==> src/rtl/rkxf_pkg.sv <==
// ----------------------------------------------------------------------------
// rkxf_pkg
// Shared types and constants for the rotating key XOR framer.
// ----------------------------------------------------------------------------
package rkxf_pkg;

    localparam int KEY_W  = 32;
    localparam int LEN_W  = 32;
    localparam int BYTE_W = 8;
    localparam int STEP_W = 3;
    localparam int POS_W  = 2;

    // Byte slots of a start item: four key bytes, then four length bytes.
    localparam logic [STEP_W-1:0] STEP_KEY0 = 3'd0;
    localparam logic [STEP_W-1:0] STEP_LEN0 = 3'd4;
    localparam logic [STEP_W-1:0] STEP_LAST = 3'd7;

    typedef enum logic [0:0] {
        OP_START   = 1'b0,
        OP_PAYLOAD = 1'b1
    } op_t;

    // One byte handed from the sequencer to the cipher stage.
    typedef struct packed {
        logic              valid;
        logic [BYTE_W-1:0] raw;
        logic              encode;
        logic              load_key;
        logic [KEY_W-1:0]  key_word;
        logic              last;
    } byte_req_t;

endpackage

==> src/rtl/rkxf_seq.sv <==
// ----------------------------------------------------------------------------
// rkxf_seq
// Input register and byte sequencer: holds one item and walks its bytes.
// ----------------------------------------------------------------------------
module rkxf_seq (
    input  logic                                clk,
    input  logic                                rst_n,
    input  logic                                obf_en,
    input  logic                                in_valid,
    output logic                                in_ready,
    input  rkxf_pkg::op_t                       in_op,
    input  logic [rkxf_pkg::KEY_W-1:0]          in_key,
    input  logic [rkxf_pkg::LEN_W-1:0]          in_len,
    input  logic [rkxf_pkg::BYTE_W-1:0]         in_data,
    input  logic                                slot_free,
    output rkxf_pkg::byte_req_t                 req
);

    logic                          valid_reg, valid_next;
    logic                          first_reg, first_next;
    logic [rkxf_pkg::STEP_W-1:0]   step_reg, step_next;
    rkxf_pkg::op_t                 op_reg, op_next;
    logic [rkxf_pkg::KEY_W-1:0]    key_reg, key_next;
    logic [rkxf_pkg::LEN_W-1:0]    len_reg, len_next;
    logic [rkxf_pkg::BYTE_W-1:0]   data_reg, data_next;

    logic emit;
    logic emit_last;
    logic accept;

    assign emit      = valid_reg && slot_free;
    assign emit_last = (op_reg == rkxf_pkg::OP_PAYLOAD) || (step_reg == rkxf_pkg::STEP_LAST);
    // The held item leaves on its last byte, so a new one can enter that cycle.
    assign in_ready  = !valid_reg || (emit && emit_last);
    assign accept    = in_valid && in_ready;

    always_comb
    begin
        valid_next = valid_reg;
        first_next = first_reg;
        step_next  = step_reg;
        op_next    = op_reg;
        key_next   = key_reg;
        len_next   = len_reg;
        data_next  = data_reg;
        if (emit)
        begin
            first_next = 1'b0;
            step_next  = rkxf_pkg::STEP_W'(step_reg + 3'd1);
            if (emit_last)
            begin
                valid_next = 1'b0;
            end
        end
        if (accept)
        begin
            valid_next = 1'b1;
            first_next = 1'b1;
            op_next    = in_op;
            key_next   = in_key;
            len_next   = in_len;
            data_next  = in_data;
            // Plain start items skip the key bytes.
            step_next  = (in_op == rkxf_pkg::OP_START && !obf_en) ?
                         rkxf_pkg::STEP_LEN0 : rkxf_pkg::STEP_KEY0;
        end
    end

    always_ff @(posedge clk or negedge rst_n)
    begin
        if (!rst_n)
        begin
            valid_reg <= 1'b0;
            first_reg <= 1'b0;
            step_reg  <= rkxf_pkg::STEP_KEY0;
        end
        else
        begin
            valid_reg <= valid_next;
            first_reg <= first_next;
            step_reg  <= step_next;
        end
    end

    always_ff @(posedge clk)
    begin
        op_reg   <= op_next;
        key_reg  <= key_next;
        len_reg  <= len_next;
        data_reg <= data_next;
    end

    always_comb
    begin
        req.valid    = emit;
        req.last     = emit_last;
        req.key_word = key_reg;
        req.load_key = (op_reg == rkxf_pkg::OP_START) && first_reg;
        if (op_reg == rkxf_pkg::OP_PAYLOAD)
        begin
            req.raw    = data_reg;
            req.encode = obf_en;
        end
        else if (!step_reg[2])
        begin
            req.raw    = key_reg[{step_reg[1:0], 3'b000} +: rkxf_pkg::BYTE_W];
            req.encode = 1'b0;
        end
        else
        begin
            req.raw    = len_reg[{step_reg[1:0], 3'b000} +: rkxf_pkg::BYTE_W];
            req.encode = obf_en;
        end
    end

`ifndef SYNTHESIS
    a_payload_single: assert property (@(posedge clk) disable iff (!rst_n)
        emit && op_reg == rkxf_pkg::OP_PAYLOAD |-> first_reg)
        else $error("payload item emitted more than one byte");

    a_take_frees_slot: assert property (@(posedge clk) disable iff (!rst_n)
        valid_reg && in_ready |-> slot_free && emit_last)
        else $error("new item taken while held item still has bytes");

    a_step_advance: assert property (@(posedge clk) disable iff (!rst_n)
        emit && !emit_last && !accept |=> valid_reg && step_reg == $past(step_reg) + 3'd1)
        else $error("start item byte slot did not advance");
`endif

endmodule

==> src/rtl/rkxf_cipher.sv <==
// ----------------------------------------------------------------------------
// rkxf_cipher
// Rotating key state and the byte XOR applied to encoded stream bytes.
// ----------------------------------------------------------------------------
module rkxf_cipher (
    input  logic                            clk,
    input  logic                            rst_n,
    input  rkxf_pkg::byte_req_t             req,
    output logic [rkxf_pkg::BYTE_W-1:0]     enc_byte
);

    logic [rkxf_pkg::KEY_W-1:0] key_reg, key_next;
    logic [rkxf_pkg::POS_W-1:0] pos_reg, pos_next;
    logic [rkxf_pkg::KEY_W-1:0] rot_key;
    logic [rkxf_pkg::BYTE_W-1:0] key_byte;

    always_comb
    begin
        // A rotate right by 31 is a rotate left by one; it happens on byte zero.
        rot_key  = (pos_reg == '0) ?
                   {key_reg[rkxf_pkg::KEY_W-2:0], key_reg[rkxf_pkg::KEY_W-1]} : key_reg;
        key_byte = rot_key[{pos_reg, 3'b000} +: rkxf_pkg::BYTE_W];
        enc_byte = req.encode ? (req.raw ^ key_byte) : req.raw;

        key_next = key_reg;
        pos_next = pos_reg;
        if (req.valid && req.load_key)
        begin
            key_next = req.key_word;
            pos_next = '0;
        end
        else if (req.valid && req.encode)
        begin
            key_next = rot_key;
            pos_next = rkxf_pkg::POS_W'(pos_reg + 2'd1);
        end
    end

    always_ff @(posedge clk or negedge rst_n)
    begin
        if (!rst_n)
        begin
            key_reg <= '0;
            pos_reg <= '0;
        end
        else
        begin
            key_reg <= key_next;
            pos_reg <= pos_next;
        end
    end

`ifndef SYNTHESIS
    a_load_not_encoded: assert property (@(posedge clk) disable iff (!rst_n)
        req.valid && req.load_key |-> !req.encode)
        else $error("key load coincides with an encoded byte");

    a_key_loaded: assert property (@(posedge clk) disable iff (!rst_n)
        req.valid && req.load_key |=> key_reg == $past(req.key_word) && pos_reg == '0)
        else $error("key register not loaded from start item");
`endif

endmodule

==> src/rtl/rotating_key_xor_framer_top.sv <==
// Each accepted item is held in the input register, its bytes in the output register.
// Payload items run at one per cycle while the output does not stall; a start item holds
// the input while it sends eight bytes with obfuscation on and four with it off, one
// byte per cycle through the single output register while the output does not stall.
// Reset (rst_n, asynchronous, active low) clears the mode, the key, the byte
// position and all valid flags.
// ----------------------------------------------------------------------------
// rotating_key_xor_framer_top
// Frames key/length-headed messages; with obfuscation on, XORs them with a rotating key.
// ----------------------------------------------------------------------------
module rotating_key_xor_framer_top (
    input  logic        clk,
    input  logic        rst_n,
    input  logic        cfg_we,
    input  logic        cfg_wdata,          // obfuscate_enable
    input  logic        s_axis_tvalid,
    output logic        s_axis_tready,
    input  logic [71:0] s_axis_tdata,       // key_word[31:0], message_length[63:32],
                                            // data_byte[71:64]
    input  logic        s_axis_tuser,       // operation
    output logic        m_axis_tvalid,
    input  logic        m_axis_tready,
    output logic [7:0]  m_axis_tdata,       // out_byte[7:0]
    output logic        m_axis_tlast        // last_of_run
);

    logic                          obf_reg, obf_next;
    logic                          out_valid_reg, out_valid_next;
    logic [rkxf_pkg::BYTE_W-1:0]   out_byte_reg, out_byte_next;
    logic                          out_last_reg, out_last_next;
    logic                          slot_free;
    logic [rkxf_pkg::BYTE_W-1:0]   enc_byte;
    rkxf_pkg::byte_req_t           req;

    assign slot_free = !out_valid_reg || m_axis_tready;

    rkxf_seq u_seq (
        .clk       (clk),
        .rst_n     (rst_n),
        .obf_en    (obf_reg),
        .in_valid  (s_axis_tvalid),
        .in_ready  (s_axis_tready),
        .in_op     (rkxf_pkg::op_t'(s_axis_tuser)),
        .in_key    (s_axis_tdata[31:0]),
        .in_len    (s_axis_tdata[63:32]),
        .in_data   (s_axis_tdata[71:64]),
        .slot_free (slot_free),
        .req       (req)
    );

    rkxf_cipher u_cipher (
        .clk      (clk),
        .rst_n    (rst_n),
        .req      (req),
        .enc_byte (enc_byte)
    );

    always_comb
    begin
        obf_next       = cfg_we ? cfg_wdata : obf_reg;
        out_valid_next = out_valid_reg;
        out_byte_next  = out_byte_reg;
        out_last_next  = out_last_reg;
        if (req.valid)
        begin
            out_valid_next = 1'b1;
            out_byte_next  = enc_byte;
            out_last_next  = req.last;
        end
        else if (m_axis_tready)
        begin
            out_valid_next = 1'b0;
        end
    end

    always_ff @(posedge clk or negedge rst_n)
    begin
        if (!rst_n)
        begin
            obf_reg       <= 1'b0;
            out_valid_reg <= 1'b0;
        end
        else
        begin
            obf_reg       <= obf_next;
            out_valid_reg <= out_valid_next;
        end
    end

    always_ff @(posedge clk)
    begin
        out_byte_reg <= out_byte_next;
        out_last_reg <= out_last_next;
    end

    assign m_axis_tvalid = out_valid_reg;
    assign m_axis_tdata  = out_byte_reg;
    assign m_axis_tlast  = out_last_reg;

`ifndef SYNTHESIS
    a_no_overwrite: assert property (@(posedge clk) disable iff (!rst_n)
        m_axis_tvalid && !m_axis_tready |-> !req.valid)
        else $error("result register overwritten while stalled");

    a_last_frees_input: assert property (@(posedge clk) disable iff (!rst_n)
        req.valid && !req.last |-> !s_axis_tready)
        else $error("input ready while a start item still has bytes");
`endif

endmodule

==> config.mk <==
export PLATFORM = sky130hd
export DESIGN_NAME = rotating_key_xor_framer_top
export DESIGN_NICKNAME = d
export VERILOG_FILES = /design/src/rtl/rkxf_pkg.sv /design/src/rtl/rkxf_seq.sv /design/src/rtl/rkxf_cipher.sv /design/src/rtl/rotating_key_xor_framer_top.sv
export SDC_FILE = /design/constraint.sdc
export NUM_CORES = 1
export LEC_CHECK = 0
export BUFFER_PORTS_ARGS = -buffer_cell sky130_fd_sc_hd__buf_4
export CORE_MARGIN = 1.5
export CORE_UTILIZATION = 36
export DETAILED_ROUTE_END_ITERATION = 16
export PLACE_DENSITY = 0.52
export SETUP_SLACK_MARGIN = 0.4
export SLEW_MARGIN = 20
export SYNTH_ARGS = -nofsm -noshare
export SYNTH_HDL_FRONTEND = slang
export SYNTH_SLANG_ARGS = --single-unit
==> constraint.sdc <==
create_clock -name clk -period 5.1 [get_ports clk]
set_clock_uncertainty 0.2 [all_clocks]
set_input_delay 1.02 -clock clk [delete_from_list [all_inputs] [get_ports clk]]
set_output_delay 1.02 -clock clk [all_outputs]
set_load 0.01 [all_outputs]
# [Word level (Yosys, flattened, before mapping)]
# Cells that the tools add are included.
[classes] addsub=2 mul=0 div_mod_pow=0 order_cmp=0 n_eq_ne=1 shifts=3 n_mux=18 bitwise=3 n_reduce_logical=19
[op_table] operator="2-to-1 mux 32 bit" n=3
[op_table] operator="variable part select 32 x 6 -> 8 bit" n=3
[op_table] operator="2-to-1 mux 9 bit" n=2
[op_table] operator="2-to-1 mux 3 bit" n=3
[op_table] operator="2-to-1 mux 8 bit" n=1
[op_table] operator="nonzero test 2 bit" n=4
[op_table] operator="bitwise XOR 8 bit" n=1
[op_table] operator="logical AND 1 bit" n=7
[op_table] operator="2-to-1 mux 1 bit" n=7
[op_table] operator="2-to-1 mux 2 bit" n=2
[op_table] operator="adder 3 x 1 -> 3 bit, second input constant" n=1
[op_table] operator="== test 3 bit, second input constant" n=1
[op_table] operator="zero test 1 bit" n=3
[op_table] operator="logical OR 1 bit" n=3
[op_table] operator="adder 2 x 1 -> 2 bit, second input constant" n=1
[op_table] operator="zero test 2 bit" n=1
[op_table] operator="inverter 1 bit" n=2
[op_table] operator="AND reduction 2 bit" n=1
[word_totals] register_bits=123 latch_bits=0 ram_bits=0 romBits=0 input_bits=79 output_inout_bits=11 wordCells=59 mem_count=0

# [Longest topological paths before layout]
[logic_depth] depth_word=8 mapped_depth=9 mapped_depth_nobuf=6

# [Hierarchy]
# From an unflattened synthesis, not the netlist that was laid out.
[hier_totals] hier_cells=493 area_unflattened_um2=5856.9
[by_module_without_submodules] mod="rkxf_seq" n_inst=1 cells_per_inst=179 area_per_inst_um2=3159.3 seq_area_each_um2=2317.2
[by_module_without_submodules] mod="rkxf_cipher" n_inst=1 cells_per_inst=300 area_per_inst_um2=2349.8 seq_area_each_um2=850.8
[by_module_without_submodules] mod="rotating_key_xor_framer_top" n_inst=1 cells_per_inst=14 area_per_inst_um2=347.8 seq_area_each_um2=320.3

# [Worst setup path before layout]
# OpenSTA, ideal clock, no wires.
[synth_path] path_type="input to register" startpoint="input port m_axis_tready" endpoint="register u_seq.step_reg[2] (netlist name)" setup_time_ps=248 t_arrival_ps=4017 required_time_ps=4652 slack_ps=634 path_stages=6 path_buffers=2 path_cell_list="nand2b_1 buf_1 a21bo_2 and2_0 clkbuf_1 o21ai_0"
[synth_via] elab_chain_len=6 elab_cells_between_ends=7 cone_classes="mux: 1; reduce/logical: 6"
[synth_rtl] item="from (decl)" line_no="rotating_key_xor_framer_top.sv:22" rtl="input logic m_axis_tready,"
[synth_rtl] item="logical OR 1 bit (*)" line_no="rotating_key_xor_framer_top.sv:35" rtl="assign slot_free = !out_valid_reg || m_axis_tready;"
[synth_rtl] item="logical AND 1 bit (*)" line_no="rkxf_seq.sv:31" rtl="assign emit = valid_reg && slot_free;"
[synth_rtl] item="logical AND 1 bit (*)" line_no="rkxf_seq.sv:34" rtl="assign in_ready = !valid_reg || (emit && emit_last);"
[synth_rtl] item="logical OR 1 bit (*)" line_no="rkxf_seq.sv:34"
[synth_rtl] item="via s_axis_tready" line_no="rotating_key_xor_framer_top.sv:17" rtl="output logic s_axis_tready,"
[synth_rtl] item="logical AND 1 bit (*)" line_no="rkxf_seq.sv:35" rtl="assign accept = in_valid && in_ready;"
[synth_rtl] item="via u_seq.accept" line_no="rkxf_seq.sv:29" rtl="logic accept;"
[synth_rtl] item="2-to-1 mux 3 bit / nonzero test 2 bit (equally long branches)"
[synth_rtl] item="to (signal assigned)" line_no="rkxf_seq.sv:75" rtl="step_reg <= rkxf_pkg::STEP_KEY0;"
[synth_rtl] item="to (signal assigned)" line_no="rkxf_seq.sv:81" rtl="step_reg <= step_next;"
[synth_rtl] item="to (decl)" line_no="rkxf_seq.sv:21" rtl="logic [rkxf_pkg::STEP_W-1:0] step_reg, step_next;"
# The timed path passes the listed nets; every way through them passes the cells marked *.
# A chain may end at the register's enable or synchronous reset.

==> metrics.txt <==
initial antenna violation count=0; hold_sp=u_seq.first_reg; Layout area overhead=26.7%; # clock sinks=roughly 120; initial core utilization=approximately 37%; setup bufs post-CTS=0; Startpoint Class=flop; Tightest Pin Transition=approximately 1000 ps; kind of critical path=reg -> out; Post-Synthesis Cell Area=0.00540 mm^2; Primary FF master, synth=edfxtp_1; hold path cells=1; fin crit share=a little under three quarters; cell mode on critical path=ha_1; first-pass GRT wire length=18100 um; Worst Path Arrival=2410 ps; Synthesis Warnings=0; DRT antenna net count=0; crit end category=primary output; port bufs=roughly 90; fin nets=~510; TritonCTS clock tree=yes; vias in the first global route=around 3.3k; Syn Area/Cell=about 16 um^2; Worst Hold Class=reg -> reg; M1 WL=about 5300 um; DRT iter0 DRCs=242; Post-synth ARST share=~33%; Max Cap Viol=0; CTS Root Cell=clkbuf_16; Top Metal Used=met4; die footprint=0.0157 mm^2; Synth area leaders=edfxtp_1 (46%), dfrtp_1 (19%), mux2i_1 (9.3%), mux4_1 (7.3%), mux4_2 (3.8%); Internal=about 0.0027 W; Final Max Tran Viols=0; Slew HR=between 30% and 40%; Critical R2R Capture=u_seq.key_reg[28]; CTS clk-pin slew, worst paths=60 ps; reg-to-reg slack, setup=between 1500 and 2000 ps; library cells used by synthesis=33; Leakage=approximately 2.8 nW; hold buffer count at cts=0; P_sw=approximately 0.0011 W; Crit-path slowest cell=dfrtp_1; Clock Path Buffers=2; Comb power frac=roughly a quarter; final hold violation count=0; final setup TNS=0 ps; # IOs=90; wire per inst=between 15 and 20 um; CTS Buf Count=17; reg2reg start=u_seq.step_reg[0]; DP Worst Slack=1860 ps; area leader, netlist=edfxtp_1; status=completed; Antenna Cells=0; total core area=about 0.015 mm^2; H-Tree Depth=4; met2 routed WL=around 5500 um; hold path endpoint=u_seq.first_reg; post-CTS sizing=0; final setup margin=between 1000 and 1500 ps; total number of vias=between 3k and 4k; Detailed Routing Iterations Pass 1=7; Final Setup Violations=0; top-area cell type share of the netlist area=45.6%; PD cells=approximately 560 mW/mm^2; DP Wirelength=slightly below 8000 um; layout cell share with drive strength beyond 1=between 30 and 40%; RSZ-0062 raised after global routing=false; remaining global-route overflow=0; FF-to-FF path depth=5; critical path's largest stage delay=~750 ps; number of synthesized flops with an enable pin=82; Fmax achieved=0.275 GHz; clk_lat worst skew=roughly 420 ps; Synthesized Nets=about 420; GR Util All Layers=approximately 15%; num rows=44; Sw Ratio=approximately 29%; CP delay by family, top=flip-flops; Die X-Extent=approximately 130 um; Mapped Cells=about 340; met3 wire length=474 um; Die H=about 130 um; Util after Layout=roughly 47%; register area share after synthesis=between 60% and 70%; Final min period=~3600 ps; largest net degree at the start of global routing=78; #FFs+latches synth=~120; most common cell after layout, fill and taps aside=buf_4; sequential share of power=about two fifths; DRC=0; maximum VDD drop=246 uV; routability cong.=around 0.77; WP data required=about 3900 ps; Buf+Inv Stages, Crit Path=1; routed vias/inst=4.98; DRT Wirelength=roughly 11000 um; clock share of power=between 30 and 40%; most frequent cells in the layout=buf_4 (91), edfxtp_1 (82), mux2i_1 (50); CP cell instances=ha_1 -> ha_1 -> or2_2 -> a21bo_2 -> buf_4; CP Max Fanout=18
[stage by stage]
step / instance area, um^2 / cells / hold WS [ps] / total power, W
4_1_cts: 6840 / 626 / 297 / 0.00387
3_5_place_dp: 6190 / 594 / 284 / 0.00256
2_1_floorplan: 5400 / 341 / 250 / 0.00223
5_1_grt: 6840 / 626 / 307 / 0.00401
3_3_place_gp: 6190 / 594 / 264 / 0.00254
6_report: 6840 / 626 / 291 / 0.00382
[per-layer routing]
metal	global-route usage, %	vias to the layer above
met1	21.0	1525
met3	3.85	12
met2	23.7	85
li1	-	1498
met4	6.82	0
met5	0	-
[worst max-delay path by stage]
stage / cells after the start / endpoint / from / slack [ps]
after global placement: 5 / s_axis_tready / u_seq.step_reg[0] / 1870
after detailed placement: 5 / s_axis_tready / u_seq.step_reg[0] / 1860
after CTS: 5 / s_axis_tready / u_seq.step_reg[0] / 1410
final: 5 / s_axis_tready / u_seq.step_reg[0] / 1470
after global routing: 5 / s_axis_tready / u_seq.step_reg[0] / 1320
after floorplan: 6 / u_seq.step_reg[2] / m_axis_tready / 630
[synthesized netlist by cell type (2+ instances only)]
master,count
dfrtp_1,41
buf_2,4
mux4_2,9
mux2_2,2
a21oi_1,33
mux2i_1,50
nand2b_1,3
nor2_1,43
edfxtp_1,82
buf_6,2
and2_1,2
inv_1,3
nand2_1,2
buf_1,3
xnor2_1,9
clkbuf_1,11
mux4_1,15
a222oi_1,8
nand3_1,3
ha_1,3
[power by group through the flow]
stage | clock network [W] | registers [W] | logic (W)
after CTS | 0.00133 | 0.00158 | 0.000959
final | 0.00131 | 0.00157 | 0.000944
after global placement | 0 | 0.00159 | 0.000947
after global routing | 0.00137 | 0.00162 | 0.00103
after floorplan | 0 | 0.00145 | 0.000778
after detailed placement | 0 | 0.00160 | 0.000959
[layout make-up]
cell class	count	area [um^2]
clock inverter	15	223
timing repair buffer	91	683
sequential	123	3490
clock buffer	17	425
fill	1265	7750
tap	184	230
inverter	3	11.3
multi-input combinational	193	1780
[cell families (layout without fill, tap and decap cells)]
| family | count (synthesis) | count (layout) | synth area share (%) |
|---|---|---|---|
| DFF | 123 | 123 | 64.6 |
| muxes | 76 | 76 | 20.8 |
| and+or+nand+nor | 58 | 58 | 4.61 |
| AOI/OAI and AO/OA | 46 | 46 | 5.19 |
| buffers and inverters | 25 | 126 | 2.48 |
| xor gates and xnor gates | 10 | 10 | 1.62 |
| adders and majority gates | 3 | 3 | 0.696 |
(Power assumes the default switching activity.)
